### src/design/rmj_pkg.sv
// Shared constants and types for the radar measurement Jacobian pipeline.
package rmj_pkg;

	localparam int RMJ_DATA_WIDTH = 32;
	localparam int RMJ_FRAC_BITS = 16;
	localparam int RMJ_THRESH_WIDTH = 64;
	localparam logic [RMJ_THRESH_WIDTH-1:0] RMJ_MIN_RANGE_RESET = 64'd4295;

	// Output lanes of the Jacobian
	localparam int RMJ_LANES = 6;
	localparam int LANE_DRANGE_DPX = 0;
	localparam int LANE_DRANGE_DPY = 1;
	localparam int LANE_DBEARING_DPX = 2;
	localparam int LANE_DBEARING_DPY = 3;
	localparam int LANE_DRATE_DPX = 4;
	localparam int LANE_DRATE_DPY = 5;

	typedef struct packed {
		logic px_neg;
		logic py_neg;
		logic cross_neg;
		logic too_close;
		logic zero_range;
	} rmj_flags_t;

endpackage

### src/design/rmj_sqrt_cell.sv
// One digit step of the pipelined integer square root, with side payload.
module rmj_sqrt_cell #(
	parameter int RW = 32,
	parameter int SW = 8
) (
	input  logic                    clk,
	input  logic                    en,
	input  logic [RW+1:0]           rem_i,
	input  logic [RW-1:0]           root_i,
	input  logic [2*RW-1:0]         val_i,
	input  logic [SW-1:0]           side_i,
	input  rmj_pkg::rmj_flags_t     flags_i,
	output logic [RW+1:0]           rem_o,
	output logic [RW-1:0]           root_o,
	output logic [2*RW-1:0]         val_o,
	output logic [SW-1:0]           side_o,
	output rmj_pkg::rmj_flags_t     flags_o
);
	import rmj_pkg::*;

	logic [RW+3:0] trial;
	logic [RW+3:0] trial_cand;
	logic [RW+3:0] diff;
	logic          ge;

	// bring down the next two bits and try root*4+1
	assign trial = {rem_i, val_i[2*RW-1 -: 2]};
	assign trial_cand = {2'b00, root_i, 2'b01};
	assign ge = trial >= trial_cand;
	assign diff = trial - trial_cand;

	always_ff @(posedge clk) begin
		if (en) begin
			rem_o <= ge ? diff[RW+1:0] : trial[RW+1:0];
			root_o <= {root_i[RW-2:0], ge};
			val_o <= {val_i[2*RW-3:0], 2'b00};
			side_o <= side_i;
			flags_o <= flags_i;
		end
	end

endmodule

### config.mk
export PLATFORM = sky130hd
export DESIGN_NAME = rmj_sqrt_cell
export DESIGN_NICKNAME = d
export VERILOG_FILES = /design/src/design/rmj_pkg.sv /design/src/design/rmj_sqrt_cell.sv
export SDC_FILE = /design/constraint.sdc
export NUM_CORES = 1
export LEC_CHECK = 0
export ABC_AREA = 1
export BUFFER_PORTS_ARGS = -buffer_cell sky130_fd_sc_hd__buf_4
export CELL_PAD_IN_SITES_DETAIL_PLACEMENT = 1
export CELL_PAD_IN_SITES_GLOBAL_PLACEMENT = 2
export CORE_UTILIZATION = 28
export CTS_BUF_LIST = sky130_fd_sc_hd__clkbuf_16
export DETAILED_ROUTE_END_ITERATION = 8
export PLACE_DENSITY = 0.92
export SLEW_MARGIN = 20
export SYNTH_ARGS = -nofsm -noshare
export SYNTH_HDL_FRONTEND = slang
export SYNTH_SLANG_ARGS = --single-unit
### constraint.sdc
create_clock -name clk -period 2.21 [get_ports clk]
set_input_delay 0.221 -clock clk [delete_from_list [all_inputs] [get_ports clk]]
set_output_delay 0.221 -clock clk [all_outputs]
set_load 0.01 [all_outputs]
==> reports/qor.yml, run 1 <==
synth_area_um2: 7290
drive_gt1_frac: 0.307
area_growth_pct: 62.8
die_h_um: 163
min_to: "rem_o[10]"
final-setup-viol-count: 0
maxClockFrequency_ghz: 0.513
drtIter0Drc: 324
required_ns: 2.51
maxCapViolations: 0
critical_path.slowest_cell: "dlygate4sd3_1"
grt_pass1_wl_mm: 42.8
min-delay-start: "rem_i[8]"
routed_via_density: 4.35
whs_path_depth: 3
maxSlewViolCount: 0
rsz0062_at_grt: "false"
finalHoldViolations: 0
crit_path_end_kind: "flip-flop"
cts.clk_slew.worst_paths_ns: 0.07
first_global_vias: 7640
numPortBuffers: 285
fin_nets: 1426
cp_common_cell: "nand2_1"
post_cts_resized: 0
gp_congestion: 0.864
vdd_ir_drop_max_mv: 0.405
synth.yosys.warnings: 0
crit_path_max_fanout: 33
period_share: 0.881
critPathLaunchType: "input port"
grt_use_total: 0.214
clock-sinks: 141
whs_ns: 0.0640
std_cell_rows: 58
htree_levels: 4
status: "completed"
post_drt_wl_per_cell_um: 17.9
fp.coreArea_um2: 25300
path_cells: "dlygate4sd3_1 > buf_4 > inv_1 > ha_1 > nand3_1 > a21oi_2 > nor2_1 > nand2_4 > inv_4 > nand2_1 > nand2_1"
syn_area_per_cell_um2: 9.25
hpwl_mm: 20.4
antenna_found_initial: 1
dieArea_um2: 26700
ant_nets: 0
grt_max_degree: 46
worstPathArrival_ns: 2.25
cts_setup_buffers: 0
ios: 288
dr.pass1.iters: 4
crit_type: "input port to flip-flop"
numCtsBuffers: 17
powerDensity_nw_per_um2: 699
via_count: 6919
slowest_delay_ns: 0.53
netlist_instances: 788
synth_cell_types: 25
start_util: 0.288
wl_mm: 28.5
cts_tree: "built"
fp.dieW_um: 163
drcViolationCount: 0
synth-seq-area-share: 0.581
period_minus_slack_ns: 1.95
cellLeakagePower_nw: 5.80
pre_cts_slack_ns: -0.0846
cts_buffer_depth: 2
yosysTopAreaCell: "edfxtp_1"
synth-seq-cells: 141
synth_top_area_frac: 0.581
setup_tns_ns: 0
hold_class: "input port to flip-flop"
cts_root_buf: "clkbuf_16"
synth_area_leaders: "edfxtp_1 58%, nand2_1 15%, inv_1 7.2%"
grt_remaining_overflow: 0
setup_slack_ns: 0.262
-- cells in the final DEF (no fill, tap or decap), drive strengths merged, types with 4 or more instances in the layout --
cell type and n:
nand4 6, nand3b 4, ha 34, clkbuf 17, nor2 57, o21ai 13, dlygate4sd3 106, buf 341
inv 149, edfxtp 141, nand2 291, xor2 15, a21oi 26, nand3 39
-- worst max path at each step --
stage | from | to | slack [ns] | cells past startpoint
after floorplan | root_i[13] | rem_o[25] | 0.35 | 15
after global placement | rem_i[23] | rem_o[3] | -0.04 | 14
after detailed placement | rem_i[23] | rem_o[25] | -0.08 | 14
after CTS | root_i[30] | rem_o[16] | 0.26 | 11
after global routing | rem_i[23] | rem_o[17] | 0.11 | 14
final | root_i[30] | rem_o[17] | 0.26 | 11
-- area by class of cell --
type	instances	area, um2
fill	2946	13500
sequential	141	4230
timing repair buffer	447	3650
multi-input combinational	500	2460
inverter	140	528
clock buffer	17	425
tap	330	413
clock inverter	15	154
antenna	1	2.50
-- per-layer routing --
layer,vias up,GRT usage,share of wire
met5,-,0,0
li1,3433,-,-
met4,0,0.0633,0.017
met1,3265,0.242,0.40
met2,193,0.398,0.52
met3,28,0.0467,0.058
-- report_power, final --
group,switching (mW),leakage [nW],internal (mW)
Sequential,0.0936,1.38,3.26
Clock,1.36,0.278,1.59
Combinational,1.02,4.15,0.973
-- stage by stage --
stage	util	std cells	power [mW]	area, um2
2_1_floorplan	-	789	4.17	7290
3_3_place_gp	0.404	1452	5.17	10200
3_5_place_dp	0.404	1452	5.22	10200
4_1_cts	0.468	1590	8.35	11900
5_1_grt	0.468	1591	8.65	11900
6_report	0.468	1591	8.29	11900
-- critical path: cells and delay by family --
kind / cells / cell delay (ns)
and+or+nand+nor: 5 / 0.65
adders and majority gates: 1 / 0.32
AOI/OAI and AO/OA: 1 / 0.04
buffers and inverters: 4 / 1.01
-- registers in the layout (all words and copies together), names as in the netlist --
| name | flops |
|---|---|
| side_o | 8 |
| rem_o | 34 |
| flags_o | 5 |
| root_o | 32 |
| val_o | 62 |
-- repair_timing --
action | 4_1_cts | 5_1_grt
endpoints found under the hold margin | 106 | 0
setup endpoints to repair | 0 | 0
hold buffers | 106 | 0
-- cell families after synthesis --
logic type | share of synthesized area
AO/OA/AOI/OAI | 0.0304
AND/OR/NAND/NOR | 0.226
adder cells (fa/ha/maj) | 0.0584
other | 0.000515
buffers and inverters | 0.0822
flip-flops | 0.581
XOR/XNOR | 0.0216
-- synth_stat cells --
cell / instances
inv_1: 139
nand3b_1: 4
and2_1: 3
nand2_1: 288
nor2_1: 49
buf_6: 3
xnor2_1: 3
buf_4: 5
nor3_1: 3
a21oi_1: 25
ha_1: 34
nand3_1: 38
nand4_1: 6
conb_1: 1
o21ai_0: 13
xor2_1: 15
or2_2: 1
nand2_4: 1
nor2_2: 8
a21oi_2: 1
edfxtp_1: 141
nand2_2: 2
o21bai_1: 3
nand3_2: 1
inv_4: 1
Note: power is estimated with default switching activity, not from simulation.
==> run 2: changes to the inputs <==
--- a/config.mk
+++ b/config.mk
@@ -6,12 +6,12 @@
 export NUM_CORES = 1
 export LEC_CHECK = 0
 export ABC_AREA = 1
-export BUFFER_PORTS_ARGS = -buffer_cell sky130_fd_sc_hd__buf_4
 export CELL_PAD_IN_SITES_DETAIL_PLACEMENT = 1
 export CELL_PAD_IN_SITES_GLOBAL_PLACEMENT = 2
-export CORE_UTILIZATION = 28
+export CORE_UTILIZATION = 37
 export CTS_BUF_LIST = sky130_fd_sc_hd__clkbuf_16
 export DETAILED_ROUTE_END_ITERATION = 8
+export DONT_BUFFER_PORTS = 1
 export PLACE_DENSITY = 0.92
 export SLEW_MARGIN = 20
 export SYNTH_ARGS = -nofsm -noshare
==> run 2 against run 1 <==
Net effect:
- the flow now finishes with violations (negative hold slack)
- worst hold slack lost 0.16 ns
- cell count decreased by 22%
- critical path depth is 4 higher
- global-route usage increased by 4.8 points
- via count fell by 13%
- critical path type unchanged
- power decreased by 5.1%
- largest cell class unchanged
- final area shrank 17%
- core utilization rose by 4.8 points
- highest routed layer unchanged
- sequential share of layout area increased by 7.5 points
==> reports/qor.yml, run 2 (same netlist as run 1, synthesis figures left out) <==
cts_tree: "built"  # unchanged
grt_remaining_overflow: 0  # unchanged
maxSlewViolCount: 0  # unchanged
htree_levels: 4  # unchanged
numCtsBuffers: 17  # unchanged
powerDensity_nw_per_um2: 802  # was 699 nW/um2
cts_setup_buffers: 0  # unchanged
grt_pass1_wl_mm: 38.3  # was 42.8 mm
drcViolationCount: 0  # unchanged
area_growth_pct: 34.6  # was 62.8%
finalHoldViolations: 33  # was 0
routed_via_density: 4.86  # was 4.35
cts.clk_slew.worst_paths_ns: 0.07  # about the same
required_ns: 2.39  # was 2.51 ns
drtIter0Drc: 279  # was 324
numPortBuffers: 0  # was 285
hpwl_mm: 16.7  # was 20.4 mm
maxCapViolations: 0  # unchanged
antenna_found_initial: 1  # unchanged
start_util: 0.383  # was 0.288
place_area_um2: 7810  # was 10,200 um2
mostFrequentLayoutCells: "288 x nand2_1, 141 x edfxtp_1, 139 x inv_1, 138 x dlygate4sd3_1, 49 x nor2_1"  # was 338 x buf_4, 288 x nand2_1, 141 x edfxtp_1, 140 x inv_1, 106 x dlygate4sd3_1
layout_commonest_cell: "nand2_1"  # was buf_4
crit_path_max_fanout: 36  # was 33
grt_max_degree: 142  # was 46
crit_type: "input port to flip-flop"  # unchanged
dp.cells: 1069  # was 1,452
cts_root_buf: "clkbuf_16"  # unchanged
ant_nets: 0  # unchanged
finalNonFillerCells: 1240  # was 1,591
whs_ns: -0.0984  # was 0.0640 ns
period_minus_slack_ns: 1.83  # was 1.95 ns
final_area_um2: 9810  # was 11,900 um2
period_share: 0.828  # was 0.881
fp.coreArea_um2: 19000  # was 25,300 um2
cellLeakagePower_nw: 4.47  # was 5.80 nW
rsz0062_at_grt: "false"  # unchanged
dieArea_um2: 20300  # was 26,700 um2
worstPathArrival_ns: 2.01  # was 2.25 ns
fp.dieW_um: 142  # was 163 um
status: "complete, but fails checks"  # was completed
die_h_um: 142  # was 163 um
clock-sinks: 141  # unchanged
setup_tns_ns: 0  # unchanged
crit_path_end_kind: "flip-flop"  # unchanged
top_regs: "val_o: 62 flops, rem_o: 34 flops, root_o: 32 flops"  # unchanged
cts_buffer_depth: 2  # unchanged
dr.pass1.iters: 4  # unchanged
grt_use_total: 0.262  # was 0.214
maxClockFrequency_ghz: 0.547  # was 0.513 GHz
fin_nets: 1145  # was 1,426
wl_mm: 26.3  # was 28.5 mm
vdd_ir_drop_max_mv: 0.495  # was 0.405 mV
post_drt_wl_per_cell_um: 21.2  # was 17.9 um
gp_congestion: 0.870  # was 0.864
first_global_vias: 6336  # was 7,640
largest_reg_flops: 62  # unchanged
regMostFlops: "val_o"  # unchanged
ios: 288  # unchanged
critPathLaunchType: "input port"  # unchanged
hold_class: "input port to flip-flop"  # unchanged
violations: "negative hold slack"
cp-startpoint: "root_i[16]"  # was root_i[30]
final-setup-viol-count: 0  # unchanged
std_cell_rows: 50  # was 58
postCtsHoldBufs: 138  # was 106
setup.worst_path.end: "rem_o[21]"  # was rem_o[17]
via_count: 6029  # was 6,919
drive_gt1_frac: 0.0766  # was 0.307
-- run 2: cell count changes in the layout (fill, tap and decap cells not counted) --
cell,previous run,this run
buf_4,338,24
bufinv_16,1,2
clkinv_4,1,2
dlygate4sd3_1,106,138
buf_6,1,0
inv_8,1,7
buf_12,2,4
clkinvlp_4,3,1
inv_6,7,2
inv_1,140,139
-- run 2: final cells by class --
| class | instances | area, um2 |
|---|---|---|
| Antenna cell | 1 | 2.50 |
| Clock buffer | 17 | 425 |
| Clock inverter | 15 | 198 |
| Fill cell | 2224 | 9210 |
| Inverter | 140 | 528 |
| Multi-Input combinational cell | 500 | 2460 |
| Sequential cell | 141 | 4230 |
| Tap cell | 260 | 325 |
| Timing Repair Buffer | 166 | 1640 |
-- run 2: metal layers --
layer  vias to the layer above  GRT usage  routed length (um)  share of wire
li1                       2881          -                   -              -
met2                       223      0.452               12800           0.49
met3                        43     0.0666                1890          0.072
met1                      2882      0.305               10700           0.41
met5                         -          0                   0              0
met4                         0      0.123                 891          0.034
-- run 2: metrics by stage --
stage	power [mW]	setup slack, ns	util
3_3_place_gp	4.51	0.0307	0.410
6_report	7.87	0.381	0.516
5_1_grt	8.15	0.157	0.516
2_1_floorplan	4.17	0.353	-
4_1_cts	7.79	0.435	0.516
3_5_place_dp	4.53	-0.0232	0.410
-- run 2: power by group --
group / internal [mW] / switching (mW) / total [mW]
clock: 1.74 / 1.40 / 3.14
combinational: 0.511 / 0.664 / 1.18
sequential: 3.27 / 0.281 / 3.55
total: 5.52 / 2.35 / 7.87
-- run 2: worst min path at each step --
stage	start	to	slack (ns)	depth (start not counted)
floorplan	flags_i[0]	flags_o[0]	0.32	0
global placement	val_i[13]	val_o[15]	0.32	0
detailed placement	side_i[7]	side_o[7]	0.32	0
CTS	en	rem_o[31]	-0.11	0
global route	en	rem_o[31]	-0.12	0
finish	en	rem_o[31]	-0.1	0
-- run 2: worst max-delay path, cell delays in order --
cell     delay [ns]
inv_1          0.05
ha_1           0.34
nand2_1        0.15
inv_1          0.06
nand2_1        0.08
nand2_1        0.07
inv_1          0.06
nand2_1        0.07
a21oi_1        0.19
nand2_1        0.10
nand2_1        0.12
nand2_4        0.08
buf_12         0.18
nand3_1        0.12
nand2_1        0.09
-- run 2: timing repair --
item | 4_1_cts | 5_1_grt
gates resized for setup | 0 | 0
hold endpoints to repair | 279 | 141
endpoints found under the setup margin | 0 | 0
